--- src/rtl/bps_pkg.sv ---
// bps_pkg: shared constants, codes and types of the buzzer pattern sequencer
// used by every module of the block, depends on nothing

package bps_pkg;

   localparam int TIME_BITS = 16;
   localparam int CFG_BITS  = 16;
   localparam int CMP_BITS  = (TIME_BITS > CFG_BITS) ? TIME_BITS : CFG_BITS;
   localparam int IDX_BITS  = 3;
   localparam int HZ_BITS   = 12;

   localparam logic [TIME_BITS-1:0] TIME_MAX = {TIME_BITS{1'b1}};

   localparam logic [1:0] ACT_TICK  = 2'd0;
   localparam logic [1:0] ACT_START = 2'd1;
   localparam logic [1:0] ACT_STOP  = 2'd2;

   localparam logic [2:0] PAT_NONE    = 3'd0;
   localparam logic [2:0] PAT_SHORT   = 3'd1;
   localparam logic [2:0] PAT_SUCCESS = 3'd2;
   localparam logic [2:0] PAT_WARNING = 3'd3;
   localparam logic [2:0] PAT_ERROR   = 3'd4;

   localparam logic [1:0] STEP_0 = 2'd0;
   localparam logic [1:0] STEP_1 = 2'd1;
   localparam logic [1:0] STEP_2 = 2'd2;
   localparam logic [1:0] STEP_3 = 2'd3;

   localparam logic [HZ_BITS-1:0] HZ_SILENT = 12'd0;
   localparam logic [HZ_BITS-1:0] HZ_HIGH   = 12'd2000;
   localparam logic [HZ_BITS-1:0] HZ_HIGHER = 12'd2500;
   localparam logic [HZ_BITS-1:0] HZ_MID    = 12'd1500;
   localparam logic [HZ_BITS-1:0] HZ_LOW    = 12'd1000;

   localparam logic [IDX_BITS-1:0] REG_SHORT_ON   = 3'd0;
   localparam logic [IDX_BITS-1:0] REG_SUCCESS_ON = 3'd1;
   localparam logic [IDX_BITS-1:0] REG_SUCCESS_GAP = 3'd2;
   localparam logic [IDX_BITS-1:0] REG_WARNING_ON = 3'd3;
   localparam logic [IDX_BITS-1:0] REG_ERROR_ON   = 3'd4;
   localparam logic [IDX_BITS-1:0] REG_ERROR_OFF  = 3'd5;

   typedef struct packed {
      logic [CFG_BITS-1:0] short_on_ms;
      logic [CFG_BITS-1:0] success_on_ms;
      logic [CFG_BITS-1:0] success_gap_ms;
      logic [CFG_BITS-1:0] warning_on_ms;
      logic [CFG_BITS-1:0] error_on_ms;
      logic [CFG_BITS-1:0] error_off_ms;
   } bps_cfg_type;

endpackage

--- src/rtl/bps_csr.sv ---
// bps_csr: pattern timing registers written over the csr port
// depends on bps_pkg

module bps_csr (
   input  logic                             clock,
   input  logic                             reset,
   input  logic                             csr_valid,
   output logic                             csr_ready,
   input  logic [bps_pkg::IDX_BITS-1:0]     csr_index,
   input  logic [bps_pkg::CFG_BITS-1:0]     csr_data,
   output bps_pkg::bps_cfg_type             cfg
);

   bps_pkg::bps_cfg_type cfg_ff;
   bps_pkg::bps_cfg_type cfg_in;

   assign csr_ready = 1'b1;
   assign cfg       = cfg_ff;

   always_comb begin
      cfg_in = cfg_ff;
      if (csr_valid) begin
         case (csr_index)
            bps_pkg::REG_SHORT_ON:    cfg_in.short_on_ms    = csr_data;
            bps_pkg::REG_SUCCESS_ON:  cfg_in.success_on_ms  = csr_data;
            bps_pkg::REG_SUCCESS_GAP: cfg_in.success_gap_ms = csr_data;
            bps_pkg::REG_WARNING_ON:  cfg_in.warning_on_ms  = csr_data;
            bps_pkg::REG_ERROR_ON:    cfg_in.error_on_ms    = csr_data;
            bps_pkg::REG_ERROR_OFF:   cfg_in.error_off_ms   = csr_data;
            default: ;
         endcase
      end
   end

   always_ff @(posedge clock) begin
      if (reset) begin
         cfg_ff.short_on_ms    <= 16'd100;
         cfg_ff.success_on_ms  <= 16'd150;
         cfg_ff.success_gap_ms <= 16'd100;
         cfg_ff.warning_on_ms  <= 16'd300;
         cfg_ff.error_on_ms    <= 16'd500;
         cfg_ff.error_off_ms   <= 16'd300;
      end else begin
         cfg_ff <= cfg_in;
      end
   end

endmodule

--- src/rtl/bps_core.sv ---
// bps_core: request register, pattern step logic, state and result register
// depends on bps_pkg

module bps_core (
   input  logic                            clock,
   input  logic                            reset,
   input  bps_pkg::bps_cfg_type            cfg,
   input  logic                            req_valid,
   output logic                            req_stall,
   input  logic [1:0]                      req_action,
   input  logic [2:0]                      req_pattern_code,
   output logic                            rsp_valid,
   input  logic                            rsp_stall,
   output logic                            rsp_tone_on,
   output logic [bps_pkg::HZ_BITS-1:0]     rsp_tone_hz,
   output logic                            rsp_busy_res
);

   logic                              s1_valid_ff, s1_valid_in;
   logic [1:0]                        s1_action_ff;
   logic [2:0]                        s1_pattern_ff;
   logic                              advance, accept;

   logic                              running_ff, running_in;
   logic [2:0]                        pattern_ff, pattern_in;
   logic [1:0]                        step_ff, step_in;
   logic [bps_pkg::TIME_BITS-1:0]     elapsed_ff, elapsed_in, elapsed_inc;
   logic [bps_pkg::HZ_BITS-1:0]       freq_ff, freq_in;

   logic                              rsp_valid_ff, rsp_valid_in;
   logic                              rsp_tone_on_ff;
   logic [bps_pkg::HZ_BITS-1:0]       rsp_tone_hz_ff;
   logic                              rsp_busy_ff;

   logic [bps_pkg::CMP_BITS-1:0]      el_x;
   logic                              ge_short, ge_succ_on, ge_succ_gap;
   logic                              ge_warn, ge_err_on, ge_err_off;

   assign advance   = s1_valid_ff && (!rsp_valid_ff || !rsp_stall);
   assign req_stall = s1_valid_ff && !advance;
   assign accept    = req_valid && !req_stall;

   assign s1_valid_in  = accept || (s1_valid_ff && !advance);
   assign rsp_valid_in = advance || (rsp_valid_ff && rsp_stall);

   assign elapsed_inc = (elapsed_ff == bps_pkg::TIME_MAX) ? elapsed_ff
                                                          : elapsed_ff + 1'b1;
   assign el_x = bps_pkg::CMP_BITS'(elapsed_inc);

   assign ge_short    = el_x >= bps_pkg::CMP_BITS'(cfg.short_on_ms);
   assign ge_succ_on  = el_x >= bps_pkg::CMP_BITS'(cfg.success_on_ms);
   assign ge_succ_gap = el_x >= bps_pkg::CMP_BITS'(cfg.success_gap_ms);
   assign ge_warn     = el_x >= bps_pkg::CMP_BITS'(cfg.warning_on_ms);
   assign ge_err_on   = el_x >= bps_pkg::CMP_BITS'(cfg.error_on_ms);
   assign ge_err_off  = el_x >= bps_pkg::CMP_BITS'(cfg.error_off_ms);

   always_comb begin
      logic halt;
      logic go;
      logic [1:0] go_step;
      logic [bps_pkg::HZ_BITS-1:0] go_freq;
      halt       = 1'b0;
      go         = 1'b0;
      go_step    = bps_pkg::STEP_0;
      go_freq    = bps_pkg::HZ_SILENT;
      running_in = running_ff;
      pattern_in = pattern_ff;
      step_in    = step_ff;
      elapsed_in = elapsed_ff;
      freq_in    = freq_ff;
      if (advance) begin
         case (s1_action_ff)
            bps_pkg::ACT_TICK: begin
               if (running_ff) begin
                  elapsed_in = elapsed_inc;
                  case (pattern_ff)
                     bps_pkg::PAT_SHORT: begin
                        if (step_ff == bps_pkg::STEP_0) begin
                           go = 1'b1; go_step = bps_pkg::STEP_1; go_freq = bps_pkg::HZ_HIGH;
                        end else if (ge_short) begin
                           halt = 1'b1;
                        end
                     end
                     bps_pkg::PAT_SUCCESS: begin
                        if (step_ff == bps_pkg::STEP_0) begin
                           go = 1'b1; go_step = bps_pkg::STEP_1; go_freq = bps_pkg::HZ_HIGH;
                        end else if (step_ff == bps_pkg::STEP_1 && ge_succ_on) begin
                           go = 1'b1; go_step = bps_pkg::STEP_2;
                        end else if (step_ff == bps_pkg::STEP_2 && ge_succ_gap) begin
                           go = 1'b1; go_step = bps_pkg::STEP_3;
                           go_freq = bps_pkg::HZ_HIGHER;
                        end else if (step_ff == bps_pkg::STEP_3 && ge_succ_on) begin
                           halt = 1'b1;
                        end
                     end
                     bps_pkg::PAT_WARNING: begin
                        if (step_ff == bps_pkg::STEP_0) begin
                           go = 1'b1; go_step = bps_pkg::STEP_1; go_freq = bps_pkg::HZ_MID;
                        end else if (step_ff == bps_pkg::STEP_1 && ge_warn) begin
                           halt = 1'b1;
                        end
                     end
                     bps_pkg::PAT_ERROR: begin
                        if (step_ff == bps_pkg::STEP_0) begin
                           go = 1'b1; go_step = bps_pkg::STEP_1; go_freq = bps_pkg::HZ_LOW;
                        end else if (step_ff == bps_pkg::STEP_1 && ge_err_on) begin
                           go = 1'b1; go_step = bps_pkg::STEP_2;
                        end else if (step_ff == bps_pkg::STEP_2 && ge_err_off) begin
                           go = 1'b1; go_step = bps_pkg::STEP_0;
                        end
                     end
                     default: halt = 1'b1;
                  endcase
               end
            end
            bps_pkg::ACT_START: begin
               freq_in    = bps_pkg::HZ_SILENT;
               pattern_in = s1_pattern_ff;
               step_in    = bps_pkg::STEP_0;
               elapsed_in = '0;
               running_in = 1'b1;
            end
            bps_pkg::ACT_STOP: halt = 1'b1;
            default: ;
         endcase
         if (go) begin
            step_in    = go_step;
            freq_in    = go_freq;
            elapsed_in = '0;
         end
         if (halt) begin
            freq_in    = bps_pkg::HZ_SILENT;
            running_in = 1'b0;
            pattern_in = bps_pkg::PAT_NONE;
            step_in    = bps_pkg::STEP_0;
         end
      end
   end

   always_ff @(posedge clock) begin
      if (reset) begin
         s1_valid_ff  <= 1'b0;
         rsp_valid_ff <= 1'b0;
         running_ff   <= 1'b0;
         pattern_ff   <= bps_pkg::PAT_NONE;
         step_ff      <= bps_pkg::STEP_0;
         elapsed_ff   <= '0;
         freq_ff      <= bps_pkg::HZ_SILENT;
      end else begin
         s1_valid_ff  <= s1_valid_in;
         rsp_valid_ff <= rsp_valid_in;
         running_ff   <= running_in;
         pattern_ff   <= pattern_in;
         step_ff      <= step_in;
         elapsed_ff   <= elapsed_in;
         freq_ff      <= freq_in;
      end
   end

   always_ff @(posedge clock) begin
      if (accept) begin
         s1_action_ff  <= req_action;
         s1_pattern_ff <= req_pattern_code;
      end
      if (advance) begin
         rsp_tone_on_ff <= (freq_in != bps_pkg::HZ_SILENT);
         rsp_tone_hz_ff <= freq_in;
         rsp_busy_ff    <= running_in;
      end
   end

   assign rsp_valid    = rsp_valid_ff;
   assign rsp_tone_on  = rsp_tone_on_ff;
   assign rsp_tone_hz  = rsp_tone_hz_ff;
   assign rsp_busy_res = rsp_busy_ff;

   // idle block is always silent
   a_idle_silent: assert property (@(posedge clock) disable iff (reset)
      !running_ff |-> freq_ff == bps_pkg::HZ_SILENT)
      else $error("tone set while idle");

   a_step_busy: assert property (@(posedge clock) disable iff (reset)
      step_ff != bps_pkg::STEP_0 |-> running_ff)
      else $error("step advanced while idle");

   a_idle_tick: assert property (@(posedge clock) disable iff (reset)
      advance && s1_action_ff == bps_pkg::ACT_TICK && !running_ff
      |=> $stable(elapsed_ff) && $stable(pattern_ff) && !running_ff)
      else $error("idle tick changed state");

   a_rsp_drain: assert property (@(posedge clock) disable iff (reset)
      rsp_valid_ff && !rsp_stall && !advance |=> !rsp_valid_ff)
      else $error("request result repeated");

endmodule

--- src/rtl/buzzer_pattern_sequencer.sv ---
// buzzer_pattern_sequencer: top level, csr registers and the step core
// depends on bps_pkg, bps_csr, bps_core
//
//   channel  direction  handshake            payload
//   req      in         req_valid/req_stall  req_action, req_pattern_code
//   rsp      out        rsp_valid/rsp_stall  rsp_tone_on, rsp_tone_hz, rsp_busy_res
//   csr      in         csr_valid/csr_ready  csr_index, csr_data
//
// one request per cycle sustained unless rsp stalls; each request is registered,
// then the step logic updates the pattern state and the result register from it.
// the result is valid once it has passed the request register and the result register.
// reset is synchronous: pattern idle, tone silent, timing registers at defaults.
// a stalled result holds the request register and stalls req; csr is always ready.

module buzzer_pattern_sequencer (
   input  logic                            clock,
   input  logic                            reset,
   input  logic                            req_valid,
   output logic                            req_stall,
   input  logic [1:0]                      req_action,
   input  logic [2:0]                      req_pattern_code,
   output logic                            rsp_valid,
   input  logic                            rsp_stall,
   output logic                            rsp_tone_on,
   output logic [bps_pkg::HZ_BITS-1:0]     rsp_tone_hz,
   output logic                            rsp_busy_res,
   input  logic                            csr_valid,
   output logic                            csr_ready,
   input  logic [bps_pkg::IDX_BITS-1:0]    csr_index,
   input  logic [bps_pkg::CFG_BITS-1:0]    csr_data
);

   bps_pkg::bps_cfg_type cfg;

   bps_csr u_csr (
      .clock     (clock),
      .reset     (reset),
      .csr_valid (csr_valid),
      .csr_ready (csr_ready),
      .csr_index (csr_index),
      .csr_data  (csr_data),
      .cfg       (cfg)
   );

   bps_core u_core (
      .clock            (clock),
      .reset            (reset),
      .cfg              (cfg),
      .req_valid        (req_valid),
      .req_stall        (req_stall),
      .req_action       (req_action),
      .req_pattern_code (req_pattern_code),
      .rsp_valid        (rsp_valid),
      .rsp_stall        (rsp_stall),
      .rsp_tone_on      (rsp_tone_on),
      .rsp_tone_hz      (rsp_tone_hz),
      .rsp_busy_res     (rsp_busy_res)
   );

endmodule
--- config.mk ---
export PLATFORM = sky130hd
export DESIGN_NAME = buzzer_pattern_sequencer
export DESIGN_NICKNAME = d
export VERILOG_FILES = /design/src/rtl/bps_pkg.sv /design/src/rtl/bps_csr.sv /design/src/rtl/bps_core.sv /design/src/rtl/buzzer_pattern_sequencer.sv
export SDC_FILE = /design/constraint.sdc
export NUM_CORES = 1
export LEC_CHECK = 0
export ABC_CLOCK_PERIOD_IN_PS = 4500
export BUFFER_PORTS_ARGS = -buffer_cell sky130_fd_sc_hd__buf_4
export CAP_MARGIN = 5
export CELL_PAD_IN_SITES_DETAIL_PLACEMENT = 0
export CELL_PAD_IN_SITES_GLOBAL_PLACEMENT = 1
export CORE_MARGIN = 2
export CORE_UTILIZATION = 46
export CTS_BUF_LIST = sky130_fd_sc_hd__clkbuf_4 sky130_fd_sc_hd__clkbuf_8
export CTS_CLUSTER_DIAMETER = 200
export CTS_CLUSTER_SIZE = 12
export DETAILED_ROUTE_END_ITERATION = 12
export MAX_ROUTING_LAYER = met4
export PLACE_DENSITY = 0.85
export SLEW_MARGIN = 25
export SYNTH_ARGS = -nofsm -noshare
export SYNTH_HDL_FRONTEND = slang
export SYNTH_SLANG_ARGS = --single-unit
export TNS_END_PERCENT = 20
--- constraint.sdc ---
create_clock -name clock -period 4.5 [get_ports clock]
set_clock_uncertainty 0.1 [all_clocks]
set_input_delay 1.125 -clock clock [delete_from_list [all_inputs] [get_ports clock]]
set_output_delay 1.125 -clock clock [all_outputs]
set_load 0.01 [all_outputs]
==> flow_summary_export.csv <==
group,metric,value,unit
logic_synthesis,yosys_register_bits,151,
floorplan,placementRows,49,
timing,drv_slew,0,
critical_path,slowest_stage,"a2111o_1",
timing,fin_crit_sh,0.953,
cells_and_area,final_cell_mix,"nand2_1 (222), dfxtp_1 (131), a21oi_1 (114)",
critical_path,crit_top_cell,"ha_1",
floorplan,die-area,19300,um2
floorplan,start_util,0.468,
floorplan,die_w,139,um
timing,worst_slew_pin_slew,1.02,ns
logic_synthesis,yosys_warnings,0,
power,pwr-share-seq,0.490,
logic_synthesis,syn_area,8390,um2
detailed_routing,drt-vias-per-instance,5.43,
critical_path,critPathRequiredTime,4.62,ns
logic_synthesis,synth-edff-count,19,
worst_hold_path,min_path_type,"flip-flop to flip-flop",
power,p_int,2.21,mW
critical_path,path_max_fanout,16,
logic_synthesis,synth-main-ff-cell,"dfxtp_1",
detailed_routing,wirelength,22.1,mm
place,pre_cts_slack,0.0881,ns
logic_synthesis,avgSynthCellArea,8.13,um2
power,p_sw,656,uW
power,p_per_area,302,nW/um2
cts,cts.sinks,151,
timing,finalHoldViolations,0,
global_routing,grtUsageTotal,0.242,
timing,maxSlewHeadroom,0.323,
cells_and_area,final_common_cell,"nand2_1",
critical_path,slowest_delay,0.42,ns
global_routing,antenna_found_initial,0,
critical_path,crit_chain,"ha_1 > nand2_1 > nor3_4 > nor2_2 > nand4_1 > and2_1 > or2_2 > ha_1 > and3_1 > o21ai_0 > a2111o_1 > o21ai_1 > a211oi_1 > buf_4 > o31a_4 > o21ai_4 > buf_12 > o22ai_1",
detailed_routing,first_pass_iters,5,
global_routing,grt_pass1_vias,6727,
floorplan,io_pins,46,
logic_synthesis,synthArstFlopShare,0,
timing,worst_slack,0.213,ns
cells_and_area,syn2layout_area_growth,13.2,%
detailed_routing,final_antenna_net_count,0,
detailed_routing,num_vias,7122,
cts,clock_path_buffers,2,
logic_synthesis,synthCells,1031,
cells_and_area,nNetsFinal,1195,
place,dpl.hpwl,16.0,mm
place,port_buffers,44,
floorplan,die_h,139,um
cts,clk_pin_slew,0.08,ns
cts,htreeDepth,4,
outcome,outcome,"complete, no violations",
run,maxCapViolCount,0,
cells_and_area,n_antenna_cell,0,
critical_path,path_class,"flip-flop to flip-flop",
detailed_routing,drt-initial-drc-count,463,
power,peakVddDrop,243,uV
critical_path,start_kind,"flip-flop",
power,finalPower,2.87,mW
timing,period_needed,4.29,ns
cts,cts_tree,"done",
timing,clock.fmax,233,MHz
worst_hold_path,min_from,"u_csr.cfg[95]$_SDFFE_PP0P_",
critical_path,crit_path_end_kind,"flip-flop",
logic_synthesis,synth_fp_nets,1157,
power,swShare,0.229,
timing,setup_violations,0,
detailed_routing,wl_per_cell,16.9,um
cts,clk_latency,0.47,ns
power,power_leakage,3.89,nW
floorplan,core,17900,um2
power,p_clk_frac,0.442,
critical_path,crit_arrival,4.41,ns
detailed_routing,drcViolationCount,0,
cts,cts-root-buf,"clkbuf_8",
cts,cts_buffers,17,
place,gp_congestion,0.927,
critical_path,worstSetupStartpoint,"u_core.elapsed_ff[0]$_SDFFE_PP0P_",
cells_and_area,drive_gt1_frac,0.116,
global_routing,grt_max_degree,90,
critical_path,r2r_start,"u_core.elapsed_ff[0]$_SDFFE_PP0P_",
logic_synthesis,yosysSeqAreaShare,0.383,
power,p_comb_frac,0.067,
global_routing,grt_overflow,0,
global_routing,grt_pass1_wl,36.2,mm
logic_synthesis,yosysUniqueCellTypes,66,
[layout make-up]
class	instances	area, um2
inverters	104	392
repair buffers	66	508
flip-flops and latches	151	3210
multi-input cells	729	4600
well taps	229	287
fillers	1772	8410
clock buffers	25	325
clock inverters	7	164
[cells by family after synthesis]
family / Yosys count / share of synthesized area
flops: 151 / 0.383
other cells: 1 / 0.000447
xor+xnor: 8 / 0.00835
fa+ha+maj: 97 / 0.145
simple gates: 370 / 0.196
mux: 2 / 0.00254
buf+inv: 151 / 0.0728
compound gates: 251 / 0.192
[worst paths after layout]
kind	depth (start not counted)	slack [ns]	to
max	18	0.21	u_core.rsp_tone_hz[10]$_DFFE_PP_
min	2	0.36	u_csr.cfg[95]$_SDFFE_PP0P_
max reg2reg	18	0.21	u_core.rsp_tone_hz[10]$_DFFE_PP_
min reg2reg	2	0.36	u_csr.cfg[95]$_SDFFE_PP0P_
[layer usage]
layer  track usage  part of all wire  vias up
met5             -                 0        -
met4        0.0659             0.017        0
met3        0.0494             0.048       29
met2         0.374              0.45      159
met1         0.325              0.48     3284
li1              -                 -     3650
[Yosys cell counts, drive strengths merged, types with 8 or more instances]
library cell  number  area [um2]
inv              103         387
nor3              11        60.1
ha                97        1210
o21ai             25         136
and2               8        50.1
or2                8        50.1
a21oi            115         579
nand4             16         100
dfxtp            132        2640
nor2b              9        56.3
o211ai            33         248
o21a              10        75.1
nand2            222         833
a31oi             10        62.6
nand3             23         115
edfxtp            19         571
o22ai              9        56.3
nor2              43         164
buf               15         100
clkbuf            32         120
a32oi              9        78.8
[power groups by stage]
stage | sequential, mW | combinational (mW) | clock [mW]
finish | 1.41 | 0.193 | 1.27
CTS | 1.41 | 0.190 | 1.29
detailed placement | 1.44 | 0.188 | 0
global route | 1.41 | 0.215 | 1.34
global placement | 1.44 | 0.187 | 0
floorplan | 1.44 | 0.110 | 0
[state kept, by name, indices dropped and copies added, names as in the netlist]
| signal | flops |
|---|---|
| u_core.rsp_tone_on | 1 |
| u_core.s1_action_ff | 2 |
| u_core.rsp_tone_hz | 12 |
| u_core.s1_valid_ff | 1 |
| u_csr.cfg | 96 |
| u_core.pattern_ff | 3 |
| u_core.elapsed_ff | 16 |
| u_core.s1_pattern_ff | 3 |
| u_core.step_ff | 2 |
| u_core.rsp_busy_res | 1 |
| u_core.running_ff | 1 |
| u_core.freq_ff | 12 |
| u_core.rsp_valid | 1 |
[timing repair]
item / 4_1_cts / 5_1_grt
endpoints found under the setup margin: 0 / 39
hold buffers: 0 / 0
buffers inserted: 0 / 2
gates resized for setup: 0 / 7
[critical path: cells and delay by family (launching register included)]
| kind | cells | cell delay [ns] |
|---|---|---|
| and+or+nand+nor | 7 | 1.33 |
| AOI/OAI and AO/OA | 7 | 1.38 |
| DFF | 1 | 0.35 |
| buffers and inverters | 2 | 0.33 |
| adders and majority gates | 2 | 0.55 |
[per-stage QoR]
stage | cell area (um2) | util | instances | setup TNS, ns | hold WS (ns)
floorplan | 8390 | - | 1031 | 0 | 0.336
global placement | 8930 | 0.499 | 1277 | 0 | 0.342
detailed placement | 8940 | 0.499 | 1277 | 0 | 0.346
CTS | 9430 | 0.527 | 1309 | 0 | 0.358
global route | 9490 | 0.530 | 1311 | -0.0203 | 0.378
finish | 9490 | 0.530 | 1311 | 0 | 0.356
(Power assumes the default switching activity.)
